--- src/rtl/ist_pkg.sv ---
`default_nettype none
package ist_pkg;

	// Operation codes carried in the request selector; code 3 acts as a query
	localparam logic [1:0] MODE_INSERT = 2'd0;
	localparam logic [1:0] MODE_REMOVE = 2'd1;
	localparam logic [1:0] MODE_QUERY  = 2'd2;

	localparam int unsigned VALUE_W = 32;
	localparam int unsigned COUNT_W = 5;

	typedef enum logic [2:0] {
		ST_IDLE,
		ST_SCAN,
		ST_LAST,
		ST_WRITE,
		ST_DONE
	} state_t;

	typedef struct packed {
		logic was_member;
		logic dropped;
	} res_t;

endpackage
`default_nettype wire

--- src/rtl/ist_ram.sv ---
`default_nettype none
module ist_ram #(
	parameter int unsigned WIDTH = 32,
	parameter int unsigned DEPTH = 16,
	localparam int unsigned AW = (DEPTH > 1) ? $clog2(DEPTH) : 1
) (
	input  wire logic             clk,
	input  wire logic             wr_en,
	input  wire logic [AW-1:0]    wr_addr,
	input  wire logic [WIDTH-1:0] wr_data,
	input  wire logic             rd_en,
	input  wire logic [AW-1:0]    rd_addr,
	output logic      [WIDTH-1:0] rd_data
);

	logic [WIDTH-1:0] mem_q [DEPTH];

	always_ff @(posedge clk) begin
		if (wr_en) begin
			mem_q[wr_addr] <= wr_data;
		end
		if (rd_en) begin
			rd_data <= mem_q[rd_addr];
		end
	end

endmodule
`default_nettype wire

--- src/rtl/ist_seq.sv ---
`default_nettype none
module ist_seq #(
	parameter int unsigned CAPACITY = 16,
	localparam int unsigned IW = (CAPACITY > 1) ? $clog2(CAPACITY) : 1,
	localparam int unsigned CW = $clog2(CAPACITY + 1)
) (
	input  wire logic                         clk,
	input  wire logic                         arst_n,
	input  wire logic                         req_valid,
	output logic                              req_ready,
	input  wire logic [1:0]                   req_mode,
	input  wire logic [ist_pkg::VALUE_W-1:0]  req_value,
	output logic                              res_valid,
	input  wire logic                         res_ready,
	output ist_pkg::res_t                     res,
	output logic      [CW-1:0]                count,
	output logic                              rd_en,
	output logic      [IW-1:0]                rd_addr,
	input  wire logic [ist_pkg::VALUE_W-1:0]  rd_data,
	output logic                              wr_en,
	output logic      [IW-1:0]                wr_addr,
	output logic      [ist_pkg::VALUE_W-1:0]  wr_data
);

	localparam logic [CW-1:0] CAP_C = CW'(CAPACITY);
	localparam logic [CW-1:0] ONE_C = CW'(1);

	ist_pkg::state_t state_q, state_d;
	logic [CW-1:0] count_q;
	logic [IW-1:0] idx_q, slot_q;
	logic          found_q, dropped_q;
	logic [1:0]    mode_q;
	logic [ist_pkg::VALUE_W-1:0] value_q;

	logic hit, last_idx, is_ins, is_rem, full;

	// Shared compare unit: one stored entry against the request value per cycle
	assign hit      = (rd_data == value_q);
	assign last_idx = ((CW'(idx_q) + ONE_C) == count_q);
	assign is_ins   = (mode_q == ist_pkg::MODE_INSERT);
	assign is_rem   = (mode_q == ist_pkg::MODE_REMOVE);
	assign full     = (count_q == CAP_C);

	always_comb begin
		state_d = state_q;
		case (state_q)
			ist_pkg::ST_IDLE: begin
				if (req_valid) begin
					if (count_q == '0) begin
						state_d = (req_mode == ist_pkg::MODE_INSERT) ?
							ist_pkg::ST_WRITE : ist_pkg::ST_DONE;
					end else begin
						state_d = ist_pkg::ST_SCAN;
					end
				end
			end
			ist_pkg::ST_SCAN: begin
				if (hit) begin
					state_d = is_rem ? ist_pkg::ST_LAST : ist_pkg::ST_DONE;
				end else if (last_idx) begin
					state_d = (is_ins && !full) ? ist_pkg::ST_WRITE : ist_pkg::ST_DONE;
				end
			end
			ist_pkg::ST_LAST:  state_d = ist_pkg::ST_DONE;
			ist_pkg::ST_WRITE: state_d = ist_pkg::ST_DONE;
			ist_pkg::ST_DONE: begin
				if (res_ready) begin
					state_d = ist_pkg::ST_IDLE;
				end
			end
			default: state_d = ist_pkg::ST_IDLE;
		endcase
	end

	always_comb begin
		req_ready = 1'b0;
		res_valid = 1'b0;
		rd_en     = 1'b0;
		rd_addr   = '0;
		wr_en     = 1'b0;
		wr_addr   = slot_q;
		wr_data   = rd_data;
		case (state_q)
			ist_pkg::ST_IDLE: begin
				req_ready = 1'b1;
				rd_en     = req_valid;
			end
			ist_pkg::ST_SCAN: begin
				if (hit) begin
					// fetch the last entry to fill the hole left by a removal
					rd_en   = is_rem;
					rd_addr = IW'(count_q - ONE_C);
				end else if (!last_idx) begin
					rd_en   = 1'b1;
					rd_addr = idx_q + IW'(1);
				end
			end
			ist_pkg::ST_LAST: begin
				wr_en = 1'b1;
			end
			ist_pkg::ST_WRITE: begin
				wr_en   = 1'b1;
				wr_addr = IW'(count_q);
				wr_data = value_q;
			end
			ist_pkg::ST_DONE: begin
				res_valid = 1'b1;
			end
			default: begin
			end
		endcase
	end

	assign res.was_member = found_q;
	assign res.dropped    = dropped_q;
	assign count          = count_q;

	always_ff @(posedge clk or negedge arst_n) begin
		if (!arst_n) begin
			state_q   <= ist_pkg::ST_IDLE;
			count_q   <= '0;
			found_q   <= 1'b0;
			dropped_q <= 1'b0;
		end else begin
			state_q <= state_d;
			case (state_q)
				ist_pkg::ST_IDLE: begin
					if (req_valid) begin
						found_q   <= 1'b0;
						dropped_q <= 1'b0;
					end
				end
				ist_pkg::ST_SCAN: begin
					if (hit) begin
						found_q <= 1'b1;
					end else if (last_idx) begin
						dropped_q <= is_ins && full;
					end
				end
				ist_pkg::ST_LAST:  count_q <= count_q - ONE_C;
				ist_pkg::ST_WRITE: count_q <= count_q + ONE_C;
				default: begin
				end
			endcase
		end
	end

	always_ff @(posedge clk) begin
		if (state_q == ist_pkg::ST_IDLE && req_valid) begin
			mode_q  <= req_mode;
			value_q <= req_value;
			idx_q   <= '0;
		end else if (state_q == ist_pkg::ST_SCAN) begin
			if (hit) begin
				slot_q <= idx_q;
			end else begin
				idx_q <= idx_q + IW'(1);
			end
		end
	end

	a_count_bound: assert property (@(posedge clk) disable iff (!arst_n)
		count_q <= CAP_C)
		else $error("entry count above capacity");

	a_drop_full: assert property (@(posedge clk) disable iff (!arst_n)
		res_valid && res.dropped |-> full)
		else $error("dropped insert while store not full");

	a_drop_member: assert property (@(posedge clk) disable iff (!arst_n)
		res_valid |-> !(res.dropped && res.was_member))
		else $error("dropped flag on a present value");

	a_count_step: assert property (@(posedge clk) disable iff (!arst_n)
		count_q != $past(count_q) |->
			(count_q == $past(count_q) + ONE_C || count_q == $past(count_q) - ONE_C))
		else $error("entry count moved by more than one");

	a_busy_after_accept: assert property (@(posedge clk) disable iff (!arst_n)
		req_valid && req_ready |=> !req_ready)
		else $error("request accepted in back-to-back cycles");

endmodule
`default_nettype wire

--- src/rtl/integer_set_table_unit.sv ---
// Flow: an accepted request scans the stored entries, then passes a write state when
//   it writes the RAM, and hands its result to the master-side result register.
// Requests: one at a time, a new one only once the last result has left the sequencer.
//   The single RAM read port feeds one stored entry per cycle to the compare.
// Reset: arst_n clears the count, sequencer and output valid; RAM contents stay
//   undefined and are never used above the count.
`default_nettype none
module integer_set_table_unit #(
	parameter int unsigned CAPACITY = 16
) (
	input  wire logic        clk,
	input  wire logic        arst_n,
	// request side
	input  wire logic        s_axis_tvalid,
	output logic             s_axis_tready,
	input  wire logic [31:0] s_axis_tdata,   // [31:0] value
	input  wire logic [1:0]  s_axis_tuser,   // [1:0] mode
	// result side
	output logic             m_axis_tvalid,
	input  wire logic        m_axis_tready,
	output logic [7:0]       m_axis_tdata    // [0] was_member, [5:1] member_count,
	                                         // [6] dropped, [7] zero
);

	localparam int unsigned IW = (CAPACITY > 1) ? $clog2(CAPACITY) : 1;
	localparam int unsigned CW = $clog2(CAPACITY + 1);

	logic          res_valid, res_ready;
	ist_pkg::res_t res;
	logic [CW-1:0] count;

	logic                         rd_en, wr_en;
	logic [IW-1:0]                rd_addr, wr_addr;
	logic [ist_pkg::VALUE_W-1:0]  rd_data, wr_data;

	// Result register: out_valid_q is control, the fields are plain payload
	logic                        out_valid_q;
	logic                        was_member_q;
	logic                        dropped_q;
	logic [ist_pkg::COUNT_W-1:0] member_count_q;

	// Sequencer walks the stored entries through the shared compare.
	// Remove fills the freed slot with the last entry, since order is not visible.
	ist_seq #(
		.CAPACITY (CAPACITY)
	) u_seq (
		.clk       (clk),
		.arst_n    (arst_n),
		.req_valid (s_axis_tvalid),
		.req_ready (s_axis_tready),
		.req_mode  (s_axis_tuser),
		.req_value (s_axis_tdata),
		.res_valid (res_valid),
		.res_ready (res_ready),
		.res       (res),
		.count     (count),
		.rd_en     (rd_en),
		.rd_addr   (rd_addr),
		.rd_data   (rd_data),
		.wr_en     (wr_en),
		.wr_addr   (wr_addr),
		.wr_data   (wr_data)
	);

	ist_ram #(
		.WIDTH (ist_pkg::VALUE_W),
		.DEPTH (CAPACITY)
	) u_ram (
		.clk     (clk),
		.wr_en   (wr_en),
		.wr_addr (wr_addr),
		.wr_data (wr_data),
		.rd_en   (rd_en),
		.rd_addr (rd_addr),
		.rd_data (rd_data)
	);

	// Take a new result whenever the register is empty or being drained
	assign res_ready = !out_valid_q || m_axis_tready;

	always_ff @(posedge clk or negedge arst_n) begin
		if (!arst_n) begin
			out_valid_q <= 1'b0;
		end else if (res_valid && res_ready) begin
			out_valid_q <= 1'b1;
		end else if (m_axis_tready) begin
			out_valid_q <= 1'b0;
		end
	end

	// Hold the fields while a result waits; count wraps to 5 bits above 31
	always_ff @(posedge clk) begin
		if (res_valid && res_ready) begin
			was_member_q   <= res.was_member;
			dropped_q      <= res.dropped;
			member_count_q <= ist_pkg::COUNT_W'(count);
		end
	end

	assign m_axis_tvalid = out_valid_q;
	assign m_axis_tdata  = {1'b0, dropped_q, member_count_q, was_member_q};

endmodule
`default_nettype wire
--- config.mk ---
export PLATFORM = sky130hd
export DESIGN_NAME = integer_set_table_unit
export DESIGN_NICKNAME = d
export VERILOG_FILES = /design/src/rtl/ist_pkg.sv /design/src/rtl/ist_ram.sv /design/src/rtl/ist_seq.sv /design/src/rtl/integer_set_table_unit.sv
export SDC_FILE = /design/constraint.sdc
export NUM_CORES = 1
export LEC_CHECK = 0
export BUFFER_PORTS_ARGS = -buffer_cell sky130_fd_sc_hd__buf_4
export CORE_MARGIN = 2
export CORE_UTILIZATION = 65
export DETAILED_ROUTE_END_ITERATION = 10
export PLACE_DENSITY = 0.82
export SKIP_LAST_GASP = 1
export SYNTH_ARGS = -nofsm -noshare
export SYNTH_HDL_FRONTEND = slang
export SYNTH_SLANG_ARGS = --single-unit
export TNS_END_PERCENT = 10
--- constraint.sdc ---
create_clock -name clk -period 10.1 [get_ports clk]
set_input_delay 1.01 -clock clk [delete_from_list [all_inputs] [get_ports clk]]
set_output_delay 1.01 -clock clk [all_outputs]
set_load 0.02 [all_outputs]
==> results by group, run 1 <==
Outcome
  – Status: completed

Timing
  – Hold slack final: 239 ps
  – FMAX: 200 MHz
  – Setup TNS: 0 ps
  – Relative slew slack: 4.06%
  – Final setup viols: 0
  – Final clock period utilization by the worst path: 49.6%
  – Least-Margin Pin Slew: 1420 ps
  – RSZ-0062 raised after global routing: no
  – Fin Clk Skew: 12.1 ps
  – Final Max Tran Viols: 0
  – Final Hold Fails: 0
  – Final Critical Period: 5010 ps

Synthesis
  – Mapped cell area: 24200 µm²
  – Post-synth EDFFs: 589
  – Cells after synthesis: 1683
  – Distinct cells, synth: 53
  – Main synth FF type: edfxtp_1
  – Yosys reg bits: 604
  – Syn_nets: 1725
  – Post-synthesis sequential area ratio: 74.5%
  – Avg Cell Area, Syn: 14.4 µm²
  – YS warnings: 0
  – Async SR Flop Fraction: 1.82%

Floorplanning
  – Row count: 70
  – Top Ports: 48
  – Die Area: 38800 µm²
  – Initial core utilization: 66.0%
  – Die span in x: 197 µm
  – Area of the core: 36700 µm²
  – Die Height: 197 µm

Setup path
  – Critical path endpoint category: register
  – Top Family by Delay on Critical Path: compound AO/OA/AOI/OAI gates
  – Buf/Inv on CP: 1
  – Crit path max fanout: 97
  – CP startpoint kind: register
  – CP max-delay cell: o21a_4
  – Crit path cell chain: xor2_1 -> nor4_1 -> nand4_1 -> o21ai_2 -> o21a_4 -> buf_4 -> a21oi_1 -> a32oi_1 -> a22oi_1 -> nand3_1
  – Worst r2r path cells: 10
  – Data required, critical path: 10550 ps
  – Critical Path Stages: 10
  – Crit Path Class: reg2reg
  – WP data arrival: 5470 ps
  – CP peak stage delay: 1000 ps

Power and ir drop
  – Logic pwr share: 30.9%
  – Sw Share: 34.6%
  – Internal Power: 5.22 mW
  – Peak supply drop: 0.197 mV
  – Power Density: 298 nW/µm²
  – Share of total power in the clock network: 25.5%
  – Sequential Power Share: 43.6%
  – Switching Power: 2.76 mW
  – Leak: 8.96 nW

Route
  – Wire length per cell: 26.1 µm
  – DR vias/cell: 6.69
  – Routed WL: 58.2 mm
  – Routed via count: 14900
  – Post-route antenna net violation count: 0
  – Post-route DRC: 0
  – Pre-antenna DRT Iters: 6
  – DR iter-0 viols: 2458

Place
  – Placed cells: 2122
  – Detail Placement HPWL: 28.5 mm
  – Number of port buffers: 46
  – Placed Area: 25000 µm²
  – GPL Wtd Cong: 0.817

CTS
  – CTS Buf Count: 56
  – CTS tree: yes
  – Reg clk slew, reported paths: 60 ps
  – Post-CTS Setup Inserts: 0
  – Clock root cell: clkbuf_16
  – CTS Sinks: 604
  – Post_cts resized: 0
  – H-Tree Depth: 2
  – Clock latency on the worst-skew pair: 590 ps
  – # hold bufs at CTS: 0
  – Clk buf depth: 3

GRT
  – Vias in the first global route: 14500
  – Global-route wire length before repair: 86.9 mm
  – Initial antenna violation count: 0
  – GRT overflow: 0
  – GRT Total Usage: 30.4%
  – Largest net degree at the start of global routing: 101

Cells and area
  – Layout cell share with drive strength beyond 1: 12.2%
  – Area Overhead vs Synth: 10.5%
  – Most frequent cells in the layout: edfxtp_1 (589), nand2_1 (372), a21oi_1 (164)
  – N_diodes: 0
  – Fin cells: 2225
  – Final Core Density: 72.9%
  – Most common cell after layout, fill and taps aside: edfxtp_1
  – Final nets: 1754
  – Final Cell Area: 26800 µm²

Job
  – Max cap viols: 0

Worst hold path
  – Hold/Removal Path Class: in2async
synth_stat cells, drive strengths merged (2+ instances only):
| cell type | number | area share [%] |
|---|---|---|
| edfxtp | 589 | 73 |
| nand2 | 374 | 5.8 |
| a21oi | 167 | 3.5 |
| nand3 | 68 | 1.4 |
| a32oi | 66 | 2.4 |
| buf | 63 | 1.7 |
| clkbuf | 42 | 0.65 |
| xor2 | 39 | 1.4 |
| mux2i | 35 | 1.4 |
| nor2 | 34 | 0.53 |
| a221o | 32 | 1.3 |
| a22oi | 32 | 0.99 |
| mux2 | 32 | 1.5 |
| dfrtp | 11 | 1.1 |
| o21ai | 11 | 0.26 |
| inv | 9 | 0.14 |
| nor4 | 9 | 0.23 |
| xnor2 | 9 | 0.33 |
| nor3 | 8 | 0.17 |
| nand2b | 7 | 0.18 |
| nand4 | 6 | 0.18 |
| a31oi | 5 | 0.13 |
| dfxtp | 4 | 0.33 |
| ha | 4 | 0.21 |
| nor3b | 3 | 0.093 |
| and2 | 2 | 0.052 |
| and3 | 2 | 0.052 |
| and4 | 2 | 0.072 |
| nand3b | 2 | 0.062 |
| o31ai | 2 | 0.062 |
power groups by stage:
stage	clock network (mW)	registers (mW)	logic, mW
4_1_cts	2.04	3.47	2.43
3_3_place_gp	0	3.51	2.29
5_1_grt	2.13	3.49	2.69
2_1_floorplan	0	3.47	1.84
6_report	2.04	3.48	2.47
3_5_place_dp	0	3.52	2.40
cell families after synthesis:
| kind of cell | Yosys count | synth area share, % |
|---|---|---|
| AO/OA/AOI/OAI | 324 | 9.13 |
| XOR/XNOR | 49 | 1.83 |
| multiplexers | 67 | 2.93 |
| buffers and inverters | 115 | 2.49 |
| AND/OR/NAND/NOR | 519 | 8.90 |
| flip-flops | 604 | 74.5 |
| adder cells (fa/ha/maj) | 4 | 0.207 |
| other | 1 | 0.0155 |
metal layers:
metal | vias to the layer above | GRT usage (%) | share of wire, %
met5 | - | 0 | 0
met4 | 0 | 12.2 | 3.9
met1 | 7305 | 43.1 | 37
met3 | 163 | 5.41 | 11
met2 | 982 | 47.7 | 48
li1 | 6428 | - | -
final cells by class:
type	instances	area [µm²]
multi-input combinational	964	5760
clock inverter	34	284
timing repair buffer	76	571
clock buffer	69	1470
inverter	10	37.5
fill	2173	9940
tap	468	586
sequential	604	18000
worst paths after layout:
| kind | from | slack (ps) | end |
|---|---|---|---|
| worst min register to register | u_seq.found_q | 450 | was_member_q |
| worst max-delay path | u_seq.value_q[13] | 5090 | u_ram.rd_data[8] |
| max in group asynchronous | arst_n | 9720 | u_seq.found_q |
| worst min-delay path | arst_n | 240 | u_seq.state_q[2] |
| worst max register to register | u_seq.value_q[13] | 5090 | u_ram.rd_data[8] |
| min in group clk | u_seq.found_q | 450 | was_member_q |
flip-flops by register name, indices dropped and copies added, names as in the netlist:
signal,count
u_seq.found_q,1
u_seq.dropped_q,1
m_axis_tvalid,1
u_seq.value_q,32
u_seq.slot_q,4
u_seq.state_q,3
u_seq.idx_q,4
was_member_q,1
dropped_q,1
u_ram.rd_data,32
u_ram.mem_q,512
u_seq.count,5
u_seq.mode_q,2
member_count_q,5
metrics by stage:
stage               setup slack [ps]  power [mW]
floorplan                       6220        5.30
global placement                5510        5.80
detailed placement              5300        5.92
CTS                             5250        7.95
global route                    4820        8.31
finish                          5090        7.98
(Power assumes the default switching activity.)
==> inputs of run 2 (changes only) <==
- CORE_UTILIZATION: 65 -> 56
- PLACE_DENSITY: 0.82 -> 0.75
- clock period: 10.1 -> 4.4 ns (I/O delays scaled with it)
==> results by group, run 2 (synthesis gave the netlist of run 1 again) <==
Setup path
  – Crit path cell chain: xor2_1 -> nor4_1 -> nand4_1 -> o21ai_2 -> o21a_4 -> buf_12 -> mux2i_1 -> a221o_1 -> nand3_1
  – Top Family by Delay on Critical Path: simple AND/OR/NAND/NOR gates
  – Worst setup path start: u_seq.value_q[30]
  – Crit path max fanout: 60 (-38%)
  – Critical path endpoint category: register
  – WP data arrival: 4190 ps (-1280 ps)
  – Data required, critical path: 4730 ps (-5820 ps)
  – Worst r2r path cells: 9 (-1)
  – Critical Path Stages: 9 (-1)
  – Buf/Inv on CP: 1 (unchanged)
  – Crit Reg-Reg Endpoint: u_ram.rd_data[25]
  – R2r setup slk: 540 ps (-4540 ps)
  – CP peak stage delay: 850 ps (-150 ps)
  – RR Startpoint: u_seq.value_q[30]
  – CP max-delay cell: nor4_1
  – Crit Path Class: reg2reg
  – CP startpoint kind: register
  – End of the critical path: u_ram.rd_data[25]

Cells and area
  – N_diodes: 0 (unchanged)
  – Largest register FFs: 512 (unchanged)
  – Final nets: 1790 (+2.1%)
  – Top Registers: u_ram.mem_q x512, u_ram.rd_data x32, u_seq.value_q x32
  – Storage element area: 18000 µm² (unchanged)
  – Layout cell share with drive strength beyond 1: 12.8% (+0.60 points)
  – Fill count: 2973 (+37%)
  – Footprint of the multi-input gates: 5760 µm² (unchanged)
  – Most frequent cells in the layout: edfxtp_1 (589), nand2_1 (372), a21oi_1 (164)
  – Largest register by flop count: u_ram.mem_q
  – Most common cell after layout, fill and taps aside: edfxtp_1
  – Area Overhead vs Synth: 13.6%
  – Final Cell Area: 27500 µm² (+2.9%)

CTS
  – Clock latency on the worst-skew pair: 610 ps (+20 ps)
  – CTS Buf Count: 59 (+5.4%)
  – CTS Sinks: 604 (unchanged)
  – CTS tree: yes
  – Post_cts resized: 0 (unchanged)
  – Clock root cell: clkbuf_16
  – Post-CTS Setup Inserts: 0 (unchanged)
  – H-Tree Depth: 2 (unchanged)
  – Reg clk slew, reported paths: 60 ps (about the same)
  – Clk buf depth: 3 (unchanged)

Route
  – DR iter-0 viols: 1758 (-28%)
  – Post-route DRC: 0 (unchanged)
  – Pre-antenna DRT Iters: 5 (-1)
  – Routed WL: 57.0 mm (-2.1%)
  – DR vias/cell: 6.14 (-8.2%)
  – Post-route antenna net violation count: 0 (unchanged)
  – Wire length per cell: 24.0 µm (-8.3%)
  – Routed via count: 14600 (-1.9%)

Power and ir drop
  – Total power: 18.8 mW (+140%)
  – Leak: 9.22 nW (+2.9%)
  – Power Density: 682 nW/µm² (+130%)
  – Peak supply drop: 0.679 mV (+240%)

GRT
  – Largest net degree at the start of global routing: 132 (+31%)
  – GRT Total Usage: 25.6% (-4.8 points)
  – Vias in the first global route: 13800 (-4.3%)
  – GRT overflow: 0 (unchanged)
  – Global-route wire length before repair: 84.8 mm (-2.4%)
  – Initial antenna violation count: 0 (unchanged)

Outcome
  – Status: completed

Timing
  – Final Critical Period: 3860 ps (-1160 ps)
  – Final setup viols: 0 (unchanged)
  – FMAX: 259 MHz (+30%)
  – Final clock period utilization by the worst path: 87.6% (+38 points)
  – Least-Margin Pin Slew: 1040 ps (-380 ps)
  – Final Hold Fails: 0 (unchanged)
  – Relative slew slack: 30.1% (+26 points)
  – RSZ-0062 raised after global routing: no
  – Fin Clk Skew: 24.7 ps (+12.5 ps)
  – Final Max Tran Viols: 0 (unchanged)
  – Setup TNS: 0 ps (unchanged)

Floorplanning
  – Area of the core: 42900 µm² (+17%)
  – Top Ports: 48 (unchanged)
  – Die Height: 212 µm (+7.6%)
  – Row count: 76 (+8.6%)
  – Initial core utilization: 56.5% (-9.5 points)
  – Die Area: 44900 µm² (+16%)
  – Die span in x: 212 µm (+7.6%)

Worst hold path
  – Hold/Removal Path Class: in2reg

Place
  – GPL Wtd Cong: 0.836 (+2.3%)
  – Detail Placement HPWL: 30.5 mm (+7.0%)
  – Placed Area: 25500 µm² (+1.8%)
  – Number of port buffers: 46 (unchanged)

Job
  – Max cap viols: 0 (unchanged)
[run 2: cell types whose count changed in the layout (fill, tap and decap cells not counted), moves of 2 or more]
cell	before	now
buf_12	0	18
clkbuf_1	12	15
dlygate4sd3_1	0	21
buf_4	76	70
clkinv_1	19	15
bufinv_16	5	7
clkbuf_16	57	59
[run 2: metal layers]
layer | track usage, % | share of wire [%] | vias up
met5 | 0 | 0 | -
met4 | 7.26 | 2.3 | 0
met3 | 4.64 | 8.6 | 114
met2 | 41.5 | 49 | 711
met1 | 36.1 | 41 | 7262
li1 | - | - | 6501
[run 2: layout make-up]
type / instances / area share [%]
Multi-Input combinational cell: 964 / 20.9
Timing Repair Buffer: 109 / 3.98
Sequential cell: 604 / 65.6
Clock buffer: 74 / 5.57
Clock inverter: 31 / 1.15
Tap cell: 585 / 2.66
Inverter: 10 / 0.136
[run 2: report_power, final]
group	switching, mW	internal, mW	total [mW]
Combinational	4.02	1.89	5.91
Clock	2.04	2.85	4.89
Sequential	0.306	7.66	7.96
Total	6.37	12.4	18.8
[run 2: worst min path at each step]
stage                                start                end  cells after the start  slack, ps
final                     s_axis_tdata[31]  u_seq.value_q[31]                      1         20
after global routing      s_axis_tdata[16]  u_seq.value_q[16]                      1        0.3
after CTS                 s_axis_tdata[31]  u_seq.value_q[31]                      1        0.6
after detailed placement            arst_n      m_axis_tvalid                      1        280
after global placement              arst_n      m_axis_tvalid                      1        280
after floorplan                     arst_n      m_axis_tvalid                      0        140
[run 2: metrics by stage]
step | utilization, % | worst slack, ps | hold slack [ps] | std cells
finish | 64.2 | 544 | 19.8 | 2377
global route | 64.2 | 429 | 0.273 | 2377
CTS | 64.2 | 632 | 0.593 | 2377
detailed placement | 59.4 | 658 | 284 | 2251
global placement | 59.4 | 835 | 284 | 2251
floorplan | - | 519 | 144 | 1683
[run 2: worst register-to-register path: stages, from the launching register on]
cell and delay, ps:
edfxtp_1 430, xor2_1 240, nor4_1 850, nand4_1 290, o21ai_2 390, o21a_4 520, buf_12 370, mux2i_1 280
a221o_1 170, nand3_1 70
[run 2: repair_timing]
action,in CTS,in global routing
hold buffers,21,0
setup endpoints to repair,0,0
endpoints found under the hold margin,31,0
==> inputs of run 3 (changes only) <==
--- a/config.mk
+++ b/config.mk
@@ -10,4 +10,5 @@
 export CORE_UTILIZATION = 56
 export DETAILED_ROUTE_END_ITERATION = 10
+export GPL_ROUTABILITY_DRIVEN = 0
 export PLACE_DENSITY = 0.75
 export SKIP_LAST_GASP = 1
==> constraint.sdc (replaced) <==
create_clock -name clk -period 4.4 [get_ports clk]
set_input_delay 0.88 -clock clk [delete_from_list [all_inputs] [get_ports clk]]
set_output_delay 0.88 -clock clk [all_outputs]
set_load 0.02 [all_outputs]
==> results by group, run 3 (synthesis gave the netlist of run 1 again) <==
Power and ir drop
  – Switching Power: 6.34 mW (-0.47%)
  – Total power: 18.7 mW (-0.23%)
  – Share of total power in the clock network: 26.1% (about the same)
  – Leak: 9.13 nW (-0.95%)
  – Sw Share: 33.9% (-0.084 points)
  – Internal Power: 12.4 mW (about the same)
  – Logic pwr share: 31.4% (about the same)
  – Peak supply drop: 0.678 mV (-0.13%)
  – Power Density: 686 nW/µm² (+0.54%)
  – Sequential Power Share: 42.5% (about the same)

Place
  – Detail Placement HPWL: 30.5 mm (unchanged)
  – Placed cells: 2251 (unchanged)
  – Number of port buffers: 46 (unchanged)

CTS
  – CTS Buf Count: 59 (unchanged)
  – Clock latency on the worst-skew pair: 610 ps (about the same)
  – Post-CTS Setup Inserts: 0 (unchanged)
  – Clock root cell: clkbuf_16
  – Reg clk slew, reported paths: 60 ps (about the same)
  – CTS Sinks: 604 (unchanged)
  – Clk buf depth: 3 (unchanged)
  – H-Tree Depth: 2 (unchanged)
  – CTS tree: yes
  – # hold bufs at CTS: 0 (-100%)
  – Post_cts resized: 0 (unchanged)

Setup path
  – RR Startpoint: u_seq.value_q[30]
  – Crit Path Class: reg2reg
  – Data required, critical path: 4850 ps (+120 ps)
  – R2r setup slk: 590 ps (+50 ps)
  – Worst r2r path cells: 10 (+1)
  – CP peak stage delay: 820 ps (-30 ps)
  – End of the critical path: u_ram.rd_data[2]
  – Worst setup path start: u_seq.value_q[30]
  – Crit path cell chain: xor2_1 -> nor4_1 -> nand4_1 -> o21ai_2 -> o21a_4 -> buf_12 -> nand2_1 -> a32oi_1 -> a22oi_1 -> nand3_1
  – Buf/Inv on CP: 1 (unchanged)
  – Critical path endpoint category: register
  – Critical Path Stages: 10 (+1)
  – Crit Reg-Reg Endpoint: u_ram.rd_data[2]
  – Crit path max fanout: 60 (unchanged)
  – CP startpoint kind: register
  – CP max-delay cell: nor4_1
  – Top Family by Delay on Critical Path: simple AND/OR/NAND/NOR gates
  – WP data arrival: 4270 ps (+80 ps)

Cells and area
  – Top Registers: u_ram.mem_q x512, u_ram.rd_data x32, u_seq.value_q x32
  – Final Core Density: 63.7% (-0.49 points)
  – Most common cell after layout, fill and taps aside: edfxtp_1
  – Largest register by flop count: u_ram.mem_q
  – N_diodes: 0 (unchanged)
  – Most frequent cells in the layout: edfxtp_1 (589), nand2_1 (372), a21oi_1 (164)
  – Fill count: 2992 (+0.64%)
  – Fin cells: 2356 (-0.88%)
  – Layout cell share with drive strength beyond 1: 12.9% (+0.15 points)
  – Largest register FFs: 512 (unchanged)
  – Storage element area: 18000 µm² (unchanged)
  – Area Overhead vs Synth: 12.7%
  – Final nets: 1769 (-1.2%)
  – Footprint of the multi-input gates: 5760 µm² (unchanged)

Timing
  – Relative slew slack: 29.9% (-0.18 points)
  – Final Critical Period: 3810 ps (-45.8 ps)
  – Final setup viols: 0 (unchanged)
  – Final clock period utilization by the worst path: 86.6% (-1.0 points)
  – Final Hold Fails: 0 (unchanged)
  – RSZ-0062 raised after global routing: no
  – Setup TNS: 0 ps (unchanged)
  – Hold slack final: 97.5 ps (+77.7 ps)
  – Fin Clk Skew: 26.5 ps (+1.84 ps)
  – Final Max Tran Viols: 0 (unchanged)
  – FMAX: 262 MHz (+1.2%)
  – Least-Margin Pin Slew: 1050 ps (+2.67 ps)

GRT
  – Routing usage on met2: 40.9% (-0.55 points)
  – Global routing's busiest layer: met2
  – Grt met3 use: 4.70% (+0.059 points)
  – GRT overflow: 0 (unchanged)
  – Global-route wire length before repair: 84.2 mm (-0.66%)
  – Largest net degree at the start of global routing: 132 (unchanged)
  – GR Util met1: 35.8% (-0.26 points)
  – GRT Total Usage: 25.5% (-0.16 points)
  – Vias in the first global route: 13700 (-0.87%)
  – Initial antenna violation count: 0 (unchanged)

Floorplanning
  – Die Height: 212 µm (unchanged)
  – Die span in x: 212 µm (unchanged)
  – Die Area: 44900 µm² (unchanged)
  – Top Ports: 48 (unchanged)
  – Area of the core: 42900 µm² (unchanged)
  – Initial core utilization: 56.5% (unchanged)
  – Row count: 76 (unchanged)

Route
  – Post-route DRC: 0 (unchanged)
  – Routed WL: 56.6 mm (-0.65%)
  – Routed via count: 14500 (-0.83%)
  – Wire length per cell: 24.0 µm (+0.23%)
  – DR vias/cell: 6.14 (about the same)
  – Post-route antenna net violation count: 0 (unchanged)
  – DR iter-0 viols: 1694 (-3.6%)
  – Pre-antenna DRT Iters: 6 (+1)

Worst hold path
  – Hold/Removal Path Class: in2async

Job
  – Max cap viols: 0 (unchanged)

Outcome
  – Status: completed
==> run 3: stage by stage <==
step | setup WS [ps] | cell area, µm²
2_1_floorplan | 519 | 24200
3_3_place_gp | 835 | 25500
3_5_place_dp | 658 | 25500
4_1_cts | 632 | 27300
5_1_grt | 438 | 27300
6_report | 590 | 27300
==> run 3: cell type report <==
class | instances | share of cell area (%)
repair buffers | 88 | 3.24
clock buffers | 74 | 5.61
clock inverters | 31 | 1.16
inverters | 10 | 0.137
multi-input cells | 964 | 21.1
well taps | 585 | 2.68
flip-flops and latches | 604 | 66.1
==> run 3: power groups by stage <==
stage / sequential [mW] / clock [mW] / combinational [mW]
floorplan: 7.96 / 0 / 4.21
global placement: 8.06 / 0 / 5.63
detailed placement: 8.08 / 0 / 5.81
CTS: 7.96 / 4.94 / 5.84
global route: 8.01 / 5.15 / 6.38
finish: 7.97 / 4.89 / 5.87
==> run 3: worst min-delay path by stage <==
stage | start | slack (ps) | cells after the start | to
2_1_floorplan | u_seq.count[3] | 420 | 0 | member_count_q[3]
3_3_place_gp | u_seq.found_q | 440 | 0 | was_member_q
3_5_place_dp | u_seq.dropped_q | 450 | 0 | dropped_q
4_1_cts | arst_n | 70 | 1 | m_axis_tvalid
5_1_grt | arst_n | 90 | 1 | m_axis_tvalid
6_report | arst_n | 100 | 1 | m_axis_tvalid
==> run 3: layer usage <==
metal	vias up	routed length [µm]	part of all wire, %
li1	6460	-	-
met1	7193	23100	41
met2	710	27300	48
met3	104	4800	8.5
met4	0	1430	2.5
met5	-	0	0
